--- src/rtl/tst_pkg.sv ---
package tst_pkg;

    localparam int CFG_IDX_W  = 8;
    localparam int CFG_DATA_W = 16;
    localparam int SECS_W     = 32;
    localparam int MOMENT_W   = 16;
    localparam int SLOT_W     = 8;
    localparam int DIV_STEP_W = 6;

    localparam logic [CFG_IDX_W-1:0] CFG_CYCLE_DURATION = 8'd0;
    localparam logic [CFG_IDX_W-1:0] CFG_SLOT_COUNT     = 8'd1;
    localparam logic [CFG_IDX_W-1:0] CFG_SLOT_INTERVAL  = 8'd2;

    localparam logic [MOMENT_W-1:0] RST_CYCLE_DURATION = 16'd60;
    localparam logic [SLOT_W-1:0]   RST_SLOT_COUNT     = 8'd6;
    localparam logic [SLOT_W-1:0]   RST_SLOT_INTERVAL  = 8'd10;

    localparam logic [DIV_STEP_W-1:0] DIV_STEPS_FULL = 6'd32;
    localparam logic [DIV_STEP_W-1:0] DIV_STEPS_HALF = 6'd16;

    typedef struct packed {
        logic                  start;
        logic [SECS_W-1:0]     dividend;
        logic [MOMENT_W-1:0]   divisor;
        logic [DIV_STEP_W-1:0] steps;
    } t_div_req;

    typedef struct packed {
        logic                done;
        logic [SECS_W-1:0]   quotient;
        logic [MOMENT_W-1:0] remainder;
    } t_div_rsp;

endpackage

--- src/rtl/tst_if.sv ---
interface tst_in_if;
    logic        valid;
    logic        ready;
    logic [31:0] unix_seconds;

    modport source (output valid, output unix_seconds, input ready);
    modport sink   (input valid, input unix_seconds, output ready);
endinterface

interface tst_out_if;
    logic        valid;
    logic        ready;
    logic        is_synced;
    logic        sync_hit;
    logic        slot_changed;
    logic [7:0]  active_slot;
    logic [15:0] moment_second;

    modport source (output valid, output is_synced, output sync_hit, output slot_changed,
                    output active_slot, output moment_second, input ready);
    modport sink   (input valid, input is_synced, input sync_hit, input slot_changed,
                    input active_slot, input moment_second, output ready);
endinterface

interface tst_cfg_if;
    logic        valid;
    logic        ready;
    logic [7:0]  index;
    logic [15:0] data;

    modport source (output valid, output index, output data, input ready);
    modport sink   (input valid, input index, input data, output ready);
endinterface

--- src/rtl/tdm_slot_timer_top.sv ---
// channel | dir | handshake   | word
// i_in    | in  | valid/ready | unix_seconds[31:0]
// o_out   | out | valid/ready | is_synced, sync_hit, slot_changed, active_slot, moment_second
// i_cfg   | in  | valid/ready | index[7:0], data[15:0] (always ready)
//
// Synced tick: S_SYNC then S_DONE; input is accepted only in S_IDLE.
// Unsynced tick: S_MOD_DUR, S_CHK, S_MOD_INT, S_DONE (a zero divisor skips its divide); the
// shared one-bit-per-cycle divider runs 32 steps for cycle modulo, 16 for the slot divide.
// Reset is synchronous, active low; state and config registers return to defaults.
// A result waits in the output register; a new word is taken meanwhile and
// its result is held until the previous one is taken.
module tdm_slot_timer_top (
    input  logic      i_clk,
    input  logic      i_rst_n,
    tst_in_if.sink    i_in,
    tst_out_if.source o_out,
    tst_cfg_if.sink   i_cfg
);
    import tst_pkg::*;

    t_div_req div_req;
    t_div_rsp div_rsp;

    tst_core u_core (
        .i_clk   (i_clk),
        .i_rst_n (i_rst_n),
        .i_in    (i_in),
        .o_out   (o_out),
        .i_cfg   (i_cfg),
        .o_req   (div_req),
        .i_rsp   (div_rsp)
    );

    tst_div u_div (
        .i_clk   (i_clk),
        .i_rst_n (i_rst_n),
        .i_req   (div_req),
        .o_rsp   (div_rsp)
    );

endmodule

--- src/rtl/tst_div.sv ---
module tst_div (
    input  logic              i_clk,
    input  logic              i_rst_n,
    input  tst_pkg::t_div_req i_req,
    output tst_pkg::t_div_rsp o_rsp
);
    import tst_pkg::*;

    logic [SECS_W-1:0]     r_q;
    logic [MOMENT_W-1:0]   r_r;
    logic [MOMENT_W-1:0]   r_d;
    logic [DIV_STEP_W-1:0] r_cnt;
    logic                  r_busy;
    logic                  r_done;

    logic [MOMENT_W:0] shifted;
    logic [MOMENT_W:0] diff;
    logic              ge;

    assign shifted = {r_r, r_q[SECS_W-1]};
    assign ge      = shifted >= {1'b0, r_d};
    assign diff    = shifted - {1'b0, r_d};

    always_ff @(posedge i_clk) begin
        if (!i_rst_n) begin
            r_busy <= 1'b0;
            r_done <= 1'b0;
            r_cnt  <= '0;
        end else begin
            r_done <= 1'b0;
            if (i_req.start) begin
                r_q    <= i_req.dividend;
                r_r    <= '0;
                r_d    <= i_req.divisor;
                r_cnt  <= i_req.steps;
                r_busy <= 1'b1;
            end else if (r_busy) begin
                r_q   <= {r_q[SECS_W-2:0], ge};
                r_r   <= ge ? diff[MOMENT_W-1:0] : shifted[MOMENT_W-1:0];
                r_cnt <= r_cnt - 1'b1;
                if (r_cnt == DIV_STEP_W'(1)) begin
                    r_busy <= 1'b0;
                    r_done <= 1'b1;
                end
            end
        end
    end

    assign o_rsp.done      = r_done;
    assign o_rsp.quotient  = r_q;
    assign o_rsp.remainder = r_r;

endmodule

--- src/rtl/tst_core.sv ---
module tst_core (
    input  logic              i_clk,
    input  logic              i_rst_n,
    tst_in_if.sink            i_in,
    tst_out_if.source         o_out,
    tst_cfg_if.sink           i_cfg,
    output tst_pkg::t_div_req o_req,
    input  tst_pkg::t_div_rsp i_rsp
);
    import tst_pkg::*;

    typedef enum logic [2:0] {
        S_IDLE, S_MOD_DUR, S_CHK, S_MOD_INT, S_SYNC, S_DONE
    } t_state;

    t_state r_state;

    logic [MOMENT_W-1:0] r_duration;
    logic [SLOT_W-1:0]   r_count;
    logic [SLOT_W-1:0]   r_interval;

    logic                r_synced;
    logic [MOMENT_W-1:0] r_moment;
    logic [MOMENT_W-1:0] r_start;
    logic [SLOT_W-1:0]   r_slot;
    logic                r_hit;
    logic                r_step;

    t_div_req r_req;

    logic                r_out_valid;
    logic                r_o_synced;
    logic                r_o_hit;
    logic                r_o_step;
    logic [SLOT_W-1:0]   r_o_slot;
    logic [MOMENT_W-1:0] r_o_moment;

    logic                in_acc;
    logic                out_free;
    logic                div_go;
    logic [MOMENT_W-1:0] n_moment;
    logic [MOMENT_W:0]   elapsed;
    logic                do_step;
    logic [SLOT_W-1:0]   n_slot;
    logic                wrap;

    assign in_acc   = i_in.valid && i_in.ready;
    assign out_free = !r_out_valid || o_out.ready;
    assign div_go   = ((r_state == S_IDLE) && in_acc && !r_synced && (r_duration != '0)) ||
                      ((r_state == S_CHK) && (r_interval != '0));

    assign n_moment = r_moment + 1'b1;
    assign elapsed  = {1'b0, n_moment} - {1'b0, r_start};
    assign do_step  = !elapsed[MOMENT_W] && (elapsed[MOMENT_W-1:0] >= {8'h0, r_interval});
    assign n_slot   = r_slot + 1'b1;
    assign wrap     = (r_count == '0) || (n_slot >= r_count);

    always_ff @(posedge i_clk) begin
        if (!i_rst_n) begin
            r_duration <= RST_CYCLE_DURATION;
            r_count    <= RST_SLOT_COUNT;
            r_interval <= RST_SLOT_INTERVAL;
        end else if (i_cfg.valid && i_cfg.ready) begin
            unique case (i_cfg.index)
                CFG_CYCLE_DURATION: r_duration <= i_cfg.data;
                CFG_SLOT_COUNT:     r_count    <= i_cfg.data[SLOT_W-1:0];
                CFG_SLOT_INTERVAL:  r_interval <= i_cfg.data[SLOT_W-1:0];
                default: ;
            endcase
        end
    end

    always_ff @(posedge i_clk) begin
        if (!i_rst_n) begin
            r_state     <= S_IDLE;
            r_synced    <= 1'b0;
            r_moment    <= '0;
            r_start     <= '0;
            r_slot      <= '0;
            r_hit       <= 1'b0;
            r_step      <= 1'b0;
            r_req       <= '0;
            r_out_valid <= 1'b0;
        end else begin
            r_req.start <= div_go;
            if (r_out_valid && o_out.ready && (r_state != S_DONE)) begin
                r_out_valid <= 1'b0;
            end
            unique case (r_state)
                S_IDLE: begin
                    if (in_acc) begin
                        r_hit  <= 1'b0;
                        r_step <= 1'b0;
                        if (r_synced) begin
                            r_state <= S_SYNC;
                        end else if (r_duration == '0) begin
                            r_moment <= i_in.unix_seconds[MOMENT_W-1:0];
                            r_state  <= S_CHK;
                        end else begin
                            r_req.dividend <= i_in.unix_seconds;
                            r_req.divisor  <= r_duration;
                            r_req.steps    <= DIV_STEPS_FULL;
                            r_state        <= S_MOD_DUR;
                        end
                    end
                end
                S_MOD_DUR: begin
                    if (i_rsp.done) begin
                        r_moment <= i_rsp.remainder;
                        r_state  <= S_CHK;
                    end
                end
                S_CHK: begin
                    if (r_interval == '0) begin
                        r_state <= S_DONE;
                    end else begin
                        r_req.dividend <= {r_moment, 16'h0};
                        r_req.divisor  <= {8'h0, r_interval};
                        r_req.steps    <= DIV_STEPS_HALF;
                        r_state        <= S_MOD_INT;
                    end
                end
                S_MOD_INT: begin
                    if (i_rsp.done) begin
                        if (i_rsp.remainder == '0) begin
                            r_hit    <= 1'b1;
                            r_synced <= 1'b1;
                            r_start  <= r_moment;
                            r_slot   <= i_rsp.quotient[SLOT_W-1:0];
                        end
                        r_state <= S_DONE;
                    end
                end
                S_SYNC: begin
                    if (do_step) begin
                        r_step <= 1'b1;
                        if (wrap) begin
                            r_moment <= '0;
                            r_slot   <= '0;
                            r_start  <= '0;
                        end else begin
                            r_moment <= n_moment;
                            r_slot   <= n_slot;
                            r_start  <= n_moment;
                        end
                    end else begin
                        r_moment <= n_moment;
                    end
                    r_state <= S_DONE;
                end
                S_DONE: begin
                    if (out_free) begin
                        r_out_valid <= 1'b1;
                        r_o_synced  <= r_synced;
                        r_o_hit     <= r_hit;
                        r_o_step    <= r_step;
                        r_o_slot    <= r_slot;
                        r_o_moment  <= r_moment;
                        r_state     <= S_IDLE;
                    end
                end
                default: r_state <= S_IDLE;
            endcase
        end
    end

    assign i_in.ready          = (r_state == S_IDLE);
    assign i_cfg.ready         = 1'b1;
    assign o_out.valid         = r_out_valid;
    assign o_out.is_synced     = r_o_synced;
    assign o_out.sync_hit      = r_o_hit;
    assign o_out.slot_changed  = r_o_step;
    assign o_out.active_slot   = r_o_slot;
    assign o_out.moment_second = r_o_moment;
    assign o_req               = r_req;

endmodule

--- src/flat_wrapper.sv ---
// flat-port wrapper written by rule: the top's interface ports become plain ports
module tdm_slot_timer_top_flat import tst_pkg::*;
  (i_clk, i_rst_n, i_in_valid, i_in_unix_seconds, i_in_ready, o_out_valid, o_out_is_synced, o_out_sync_hit, o_out_slot_changed, o_out_active_slot, o_out_moment_second, o_out_ready, i_cfg_valid, i_cfg_index, i_cfg_data, i_cfg_ready);
  tst_in_if i_in_i ();
  tst_out_if o_out_i ();
  tst_cfg_if i_cfg_i ();
  input  logic i_clk;
  input  logic i_rst_n;
  input wire logic [$bits(i_in_i.valid)-1:0] i_in_valid;
  input wire logic [$bits(i_in_i.unix_seconds)-1:0] i_in_unix_seconds;
  output wire logic [$bits(i_in_i.ready)-1:0] i_in_ready;
  output wire logic [$bits(o_out_i.valid)-1:0] o_out_valid;
  output wire logic [$bits(o_out_i.is_synced)-1:0] o_out_is_synced;
  output wire logic [$bits(o_out_i.sync_hit)-1:0] o_out_sync_hit;
  output wire logic [$bits(o_out_i.slot_changed)-1:0] o_out_slot_changed;
  output wire logic [$bits(o_out_i.active_slot)-1:0] o_out_active_slot;
  output wire logic [$bits(o_out_i.moment_second)-1:0] o_out_moment_second;
  input wire logic [$bits(o_out_i.ready)-1:0] o_out_ready;
  input wire logic [$bits(i_cfg_i.valid)-1:0] i_cfg_valid;
  input wire logic [$bits(i_cfg_i.index)-1:0] i_cfg_index;
  input wire logic [$bits(i_cfg_i.data)-1:0] i_cfg_data;
  output wire logic [$bits(i_cfg_i.ready)-1:0] i_cfg_ready;
  assign i_in_i.valid = i_in_valid;
  assign i_in_i.unix_seconds = i_in_unix_seconds;
  assign i_in_ready = i_in_i.ready;
  assign o_out_valid = o_out_i.valid;
  assign o_out_is_synced = o_out_i.is_synced;
  assign o_out_sync_hit = o_out_i.sync_hit;
  assign o_out_slot_changed = o_out_i.slot_changed;
  assign o_out_active_slot = o_out_i.active_slot;
  assign o_out_moment_second = o_out_i.moment_second;
  assign o_out_i.ready = o_out_ready;
  assign i_cfg_i.valid = i_cfg_valid;
  assign i_cfg_i.index = i_cfg_index;
  assign i_cfg_i.data = i_cfg_data;
  assign i_cfg_ready = i_cfg_i.ready;
  tdm_slot_timer_top u_core (.i_clk(i_clk), .i_rst_n(i_rst_n), .i_in(i_in_i), .o_out(o_out_i), .i_cfg(i_cfg_i));
endmodule
--- config.mk ---
export PLATFORM = sky130hd
export DESIGN_NAME = tdm_slot_timer_top_flat
export DESIGN_NICKNAME = d
export VERILOG_FILES = /design/src/rtl/tst_pkg.sv /design/src/rtl/tst_if.sv /design/src/rtl/tdm_slot_timer_top.sv /design/src/rtl/tst_div.sv /design/src/rtl/tst_core.sv /design/src/flat_wrapper.sv
export SDC_FILE = /design/constraint.sdc
export NUM_CORES = 1
export LEC_CHECK = 0
export BUFFER_PORTS_ARGS = -buffer_cell sky130_fd_sc_hd__buf_4
export CAP_MARGIN = 20
export CORE_MARGIN = 8
export CORE_UTILIZATION = 35
export DETAILED_ROUTE_END_ITERATION = 8
export PLACE_DENSITY = 0.5
export SKIP_CTS_REPAIR_TIMING = 1
export SLEW_MARGIN = 20
export SYNTH_ARGS = -nofsm -noshare
export SYNTH_HDL_FRONTEND = slang
export SYNTH_SLANG_ARGS = --single-unit
--- constraint.sdc ---
create_clock -name i_clk -period 4 [get_ports i_clk]
set_input_delay 0.6 -clock i_clk [delete_from_list [all_inputs] [get_ports i_clk]]
set_output_delay 0.6 -clock i_clk [all_outputs]
set_load 0.01 [all_outputs]
## Word level (Yosys, flattened, before mapping)

Index checks and enable logic that the tools add are counted.

| storage, ports and cells | value |
|---|---|
| register bits after elaboration | 233 |
| latch bits | 0 |
| memory bits (writable) | 0 |
| bits in read-only memories | 0 |
| input port bits | 61 |
| output and inout port bits | 30 |
| logic and storage cells | 145 |
| memories kept | 0 |

| operators by class | value |
|---|---|
| $add $sub $neg | 5 |
| $mul | 0 |
| divide/modulo/power cells | 0 |
| magnitude comparators | 3 |
| eq/ne operators | 19 |
| shifts and indexed selects | 0 |
| muxes and demuxes | 48 |
| bitwise logic cells | 2 |
| reduce and logical (&&, ||, !) cells | 42 |

Operators with widths:

| cell | number |
|---|---|
| 2-to-1 mux 54 bit | 4 |
| 2-to-1 mux 16 bit | 11 |
| case mux 54 bit (2 select lines) | 1 |
| 2-to-1 mux 32 bit | 2 |
| case mux 16 bit (3 select lines) | 1 |
| logical NOT 16 bit | 2 |
| 2-to-1 mux 8 bit | 4 |
| case mux 16 bit (2 select lines) | 1 |
| logical NOT 8 bit | 3 |
| 2-to-1 mux 3 bit | 6 |
| case mux 3 bit (6 select lines) | 1 |
| >= comparator 17 x 16 -> 1 bit | 1 |
| subtractor 16 x 16 -> 17 bit | 1 |
| adder 16 x 1 -> 16 bit, second input constant | 1 |
| >= comparator 16 x 8 -> 1 bit | 1 |
| inequality test 2 bit, second input constant | 8 |
| case mux 8 bit (2 select lines) | 1 |
| nonzero test 16 bit | 1 |
| subtractor 16 bit | 1 |
| 2-to-1 mux 6 bit | 2 |
| AND reduction 4 bit | 3 |
| 2-to-1 mux 1 bit | 11 |
| AND reduction 2 bit | 5 |
| AND reduction 5 bit | 2 |
| other kinds (23) | 45 |

## Logic depth before layout (Yosys ltp)

| depth | value |
|---|---|
| depth in word-level cells | 6 |
| depth in mapped cells | 23 |
| depth with buffers taken out | 20 |

## Hierarchy

A second synthesis with hierarchy kept.

| second synthesis, totals | value |
|---|---|
| cell total of the unflattened synthesis | 1,240 |
| area total of the unflattened synthesis | 11,949.0 µm² |

Modules (own cells, without submodules):

| module | instances | cells each | area each (µm²) | sequential area each (µm²) |
|---|---|---|---|---|
| tst_core | 1 | 943 | 8,199.1 | 3,413.3 |
| tst_div | 1 | 297 | 3,749.8 | 2,082.0 |

## Worst setup path after synthesis

OpenSTA, ideal clock, no wires.

| timing path | value |
|---|---|
| path type | register to register |
| start | register u_core.u_core.r_moment[0] |
| end | register u_core.u_core.r_start[15] |
| library setup time | 129 ps |
| arrival time | 4,289 ps |
| data required time | 3,871 ps |
| setup slack | -418 ps |
| stages on the path, launching flop included | 23 |
| path buffers | 3 |
| period minus slack after synthesis | 4,418 ps |
| cell sequence | dfxtp_1 ha_1 clkbuf_1 xor2_1 ha_1 o21a_1 o31a_1 o21a_1 o21ai_0 nand2b_1 a21oi_1 xnor2_1 ha_1 a221oi_1 o2111ai_1 nor4_1 nand4b_1 a2111o_1 o211a_1 buf_4 buf_6 o21ai_1 o31ai_2 |

| on the way | value |
|---|---|
| word-level cells in the longest chain between the ends | 6 |
| elaborated cells on any way between the ends | 10 |
| classes of those cells | add/sub (2); order compare (1); eq/ne (1); mux (3); reduce/logical (3) |

Ends and longest elaborated chain:

| item | RTL line | source |
|---|---|---|
| start, declared | tst_core.sv:23 | `logic [MOMENT_W-1:0] r_moment;` |
| start signal, assigned | tst_core.sv:97 | `r_moment <= i_in.unix_seconds[MOMENT_W-1:0];` |
| start signal, assigned | tst_core.sv:109 | `r_moment <= i_rsp.remainder;` |
| start signal, assigned | tst_core.sv:142 | `r_moment <= n_moment;` |
| adder 16 x 1 -> 16 bit (*) | tst_core.sv:52 | `assign n_moment = r_moment + 1'b1;` |
| subtractor 16 x 16 -> 17 bit | tst_core.sv:53 | `assign elapsed = {1'b0, n_moment} - {1'b0, r_start};` |
| >= comparator 16 x 8 -> 1 bit or logical NOT 1 bit (tied branches) | tst_core.sv:54 | `assign do_step = !elapsed[MOMENT_W] && (elapsed[MOMENT_W-1:0] >= {8'h0, r_interval});` |
| logical AND 1 bit | tst_core.sv:54 |  |
| inequality test 2 bit (no source line) | - |  |
| AND reduction 4 bit (no source line) | - |  |
| end signal, assigned | tst_core.sv:128 | `r_start <= r_moment;` |
| end signal, assigned | tst_core.sv:144 | `r_start <= n_moment;` |
| end, declared | tst_core.sv:24 | `logic [MOMENT_W-1:0] r_start;` |

Mark *: on every way between the ends. The rest lies on a longest branch, timed or not. The select of a mux whose other input is x is not followed.
A chain may end at the register's enable or synchronous reset.

## Final worst setup path

| timing path | value |
|---|---|
| start | register u_core.u_core.r_moment[0] |
| end | register u_core.u_core.r_slot[3] |

| on the way | value |
|---|---|
| word-level cells in the longest chain between the ends | 6 |
| elaborated cells on any way between the ends | 7 |
| classes of those cells | add/sub (2); order compare (1); eq/ne (1); reduce/logical (3) |

Ends and longest elaborated chain:

| item | RTL line | source |
|---|---|---|
| adder 16 x 1 -> 16 bit (*) | tst_core.sv:52 |  |
| subtractor 16 x 16 -> 17 bit (*) | tst_core.sv:53 |  |
| >= comparator 16 x 8 -> 1 bit or logical NOT 1 bit (tied branches) | tst_core.sv:54 |  |
| logical AND 1 bit (*) | tst_core.sv:54 |  |
| inequality test 2 bit (no source line) (*) | - |  |
| AND reduction 4 bit (no source line) (*) | - |  |
| end signal, assigned | tst_core.sv:129 | `r_slot <= i_rsp.quotient[SLOT_W-1:0];` |
| end signal, assigned | tst_core.sv:143 | `r_slot <= n_slot;` |
| end, declared | tst_core.sv:25 | `logic [SLOT_W-1:0] r_slot;` |

Mark *: on every way between the ends. The rest lies on a longest branch, timed or not.

==> results.ini <==
[routing]
met3_wirelength_um = 2480
routed-via-count = 10500
wl_met2_um = 17500
route.top_layer_used = met4
drt_pass1_iterations = 5
routed_wire_length_per_instance_um = 20.3
wirelength_met1_um = 18500
drt_iter0_drcs = 710
drc_violations_left = 0
routed_via_density = 5.42
routed_wl_um = 39500
post_drt_antenna_nets = 0

[floorplan]
floorplan.core_area_um2 = 34300
chip_width_um = 202
die-area_um2 = 40800
initial_core_util = 0.353
fp.dieH_um = 202
placement_rows = 68
num_ports = 91

[synthesis]
synthTopCellsByCount = nand2_1 (180), dfxtp_1 (138), a21oi_1 (113)
syn_nets = 1438
portion_of_the_post_synthesis_area_used_by_sequential_elements = 0.454
synth-warning-count = 0
post_synth_instance_area_um2 = 12100
yosys-mux-area-fraction = 0.0464
netlist-cell-type-count = 77
synth_compound_gate_area_share = 0.186
cell_with_the_most_instances_after_synthesis = nand2_1
largest_family_of_logic_cells_by_synthesized_area = compound AO/OA/AOI/OAI gates
synth_async_sr_flop_share = 0
ys_top_cells_by_area = dfxtp_1 (23%), edfxtp_1 (23%), nand2_1 (5.6%)
synth_fa_ha_area_frac = 0.0570
postSynthCellCount = 1323
netlist.top_cell.by_area = dfxtp_1
synth_top_cell_area_share = 0.228
synth_flop_type = dfxtp_1
synth_xor_area_frac = 0.0289
synth_edf_count = 91
per_instance_average_area_after_synthesis_um2 = 9.16
synthSimpleGateAreaFrac = 0.177
synth_seq_cells = 229

[cells_and_area]
syn_to_final_growth_pct = 25.1
layout-drive-gt1-share = 0.236
filler_cell_count = 3362
final_cell_count_no_fill = 1948
num_antenna_cells = 0
nets_final = 1587

[critical_path]
timing.rr.start = u_core.u_core.r_moment[0]$_SDFFE_PN0P_
cp_data_required_time_ns = 4.41
timing.reg2reg.worst_path_depth = 20
regToRegSetupSlack_ns = -0.36
cp_cell_sequence = ha_4 > ha_1 > nor2b_4 > o31a_1 > o21a_1 > o21ai_1 > nand2b_1 > a21oi_2 > xnor2_1 > ha_1 > and3_4 > a32oi_1 > o31a_1 > o41ai_1 > nand4b_1 > a2111o_1 > o211a_1 > buf_12 > nor3_2 > a211oi_2
worst_path_largest_cell_delay_ns = 0.47
worstPathArrival_ns = 4.77
critical_path.max_fanout = 19
critical-path-slowest-cell = a2111o_1
cp-start-kind = flip-flop
cp-end-kind = flip-flop
worstReg2RegEnd = u_core.u_core.r_slot[3]$_SDFFE_PN0P_
worst_setup_path_class = reg -> reg

[hold_path]
timing.hold.worst.start = i_cfg_data[4]
worstHoldEndpoint = u_core.u_core.r_duration[4]$_SDFFE_PN1P_
min_delay_worst_type = in -> reg
timing.hold.worst_path_depth = 3

[run]
max_cap_violations = 0

[placed_design]
place.detailed.instances = 1893
port_buffers = 89
pre_cts_slack_ns = -0.423
gpl.final_weighted_congestion = 0.890
detailedPlacementHpwl_um = 29200

[power]
power.static_leakage_nw = 6.03
vdd_drop_max_mv = 0.376
power-per-cell-area_nw_per_um2 = 516

[timing]
setup_repair_after_global_routing_missed_its_margin = true
postLayoutSetupSlackWorst_ns = -0.355
final_period_minus_worst_setup_slack_ns = 4.36
hold_ws_ns = 0.285
worst-slew-pin-transition_ns = 1.03
slew_violations = 0
hold_viol_final = 0
fmax_mhz = 230
maxSlewHeadroom = 0.313
final_min_period_over_clock_period = 1.09
clock_skew_ns = 0.00961
setup_failing_eps_final = 41

[grt]
number_of_global_route_vias_before_repair = 10200
grt_pass1_wl_um = 60700
largest_net_degree_at_the_start_of_global_routing = 54
overflow = 0
groute.usage.overall = 0.187
grt_antenna_before_repair = 0

[outcome]
run_status = complete, but fails checks
violations = negative setup slack

[clock_tree]
tritoncts_clock_tree = built
clockRootBuffer = clkbuf_16
clock_path_buffers = 3
cts_buffers = 27
h-tree-depth = 1
worst_setup_hold_path_clk_slew_ns = 0.06
numClockSinks = 229
insertion_delay_ns = 0.55

==> final cells by class <==
class / count / area [um^2] / share of cell area
sequential: 229 / 5500 / 0.363
tap: 455 / 569 / 0.0376
clock buffer: 34 / 743 / 0.0491
clock inverter: 16 / 272 / 0.0179
inverter: 67 / 254 / 0.0168
timing repair buffer: 207 / 1630 / 0.108
multi-input combinational: 940 / 6180 / 0.408
==> state kept, by name (all words and copies together) (netlist names), 3 cells and up <==
register,count
u_core.u_core.r_count,8
u_core.u_core.r_state,3
u_core.u_div.r_d,16
u_core.u_core.o_out.active_slot,8
u_core.u_core.r_interval,8
u_core.u_div.r_q,32
u_core.u_div.r_cnt,6
u_core.u_div.r_r,16
u_core.u_core.r_start,16
u_core.u_core.r_moment,16
u_core.u_core.o_req,51
u_core.u_core.r_slot,8
u_core.u_core.r_duration,16
u_core.u_core.o_out.moment_second,16
==> per-layer routing <==
layer,track usage,vias to the layer above
met5,0,-
met4,0.0501,0
met3,0.0328,63
met2,0.288,313
met1,0.265,5086
li1,-,5087
==> report_power, final <==
part	internal [W]	switching [W]	leakage, nW
logic	0.000941	0.00117	3.57
registers	0.00271	0.000194	1.97
clock network	0.00177	0.00103	0.490
total	0.00542	0.00239	6.03
==> worst max-delay path by stage <==
stage / slack [ns] / start / cells past startpoint / endpoint
floorplan: -0.29 / u_core.u_core.r_moment[0]$_SDFFE_PN0P_ / 22 / u_core.u_core.r_slot[7]$_SDFFE_PN0P_
global placement: -0.33 / u_core.u_core.r_moment[0]$_SDFFE_PN0P_ / 20 / u_core.u_core.r_moment[14]$_SDFFE_PN0P_
detailed placement: -0.42 / u_core.u_core.r_moment[0]$_SDFFE_PN0P_ / 19 / u_core.u_core.r_moment[14]$_SDFFE_PN0P_
CTS: -0.45 / u_core.u_core.r_moment[0]$_SDFFE_PN0P_ / 19 / u_core.u_core.r_moment[14]$_SDFFE_PN0P_
global route: -0.57 / u_core.u_core.r_moment[0]$_SDFFE_PN0P_ / 20 / u_core.u_core.r_slot[3]$_SDFFE_PN0P_
finish: -0.36 / u_core.u_core.r_moment[0]$_SDFFE_PN0P_ / 20 / u_core.u_core.r_slot[3]$_SDFFE_PN0P_
==> cells in the final DEF, fill, tap and decap left out, types with 8 or more instances in the layout <==
| cell | count |
|---|---|
| a311oi_1 | 30 |
| xnor2_1 | 28 |
| a21oi_1 | 107 |
| mux2_2 | 33 |
| mux2i_1 | 19 |
| a211oi_1 | 8 |
| nand2b_1 | 14 |
| edfxtp_1 | 91 |
| nor3_2 | 13 |
| a31oi_1 | 8 |
| dfxtp_1 | 134 |
| xor2_1 | 11 |
| nand3_1 | 83 |
| a211oi_2 | 8 |
| o211ai_1 | 18 |
| buf_4 | 201 |
| nor2_1 | 88 |
| nor4_1 | 15 |
| a21o_1 | 10 |
| and3_1 | 9 |
| o21ai_0 | 41 |
| nor3_1 | 25 |
| inv_1 | 66 |
| clkbuf_16 | 29 |
| nand2_1 | 179 |
| ha_1 | 51 |
==> cells by family (layout without fill, tap and decap cells) <==
family                   Yosys count  after routing
buffers and inverters            154            324
flip-flops                       229            229
multiplexers                      52             52
XOR/XNOR                          40             40
adder cells (fa/ha/maj)           54             54
AO/OA/AOI/OAI                    324            324
AND/OR/NAND/NOR                  469            469
other                              1              1
==> stage by stage <==
step	instance area, um^2	utilization	setup TNS, ns	total power, W
2_1_floorplan	12200	-	-6.86	0.00416
3_3_place_gp	14000	0.407	-8.34	0.00482
3_5_place_dp	14000	0.407	-12.14	0.00484
4_1_cts	15000	0.437	-12.89	0.00766
5_1_grt	15200	0.442	-21.03	0.00820
6_report	15200	0.442	-11.47	0.00781
==> worst max-delay path, delay by kind of cell (launching register included) <==
| family | cells | cell delay (ns) |
|---|---|---|
| buffers and inverters | 1 | 0.17 |
| AND/OR/NAND/NOR | 5 | 0.75 |
| adder cells (fa/ha/maj) | 3 | 0.81 |
| flip-flops | 1 | 0.36 |
| AO/OA/AOI/OAI | 10 | 1.97 |
| XOR/XNOR | 1 | 0.13 |
No activity file was read; power rests on OpenSTA's default activity.
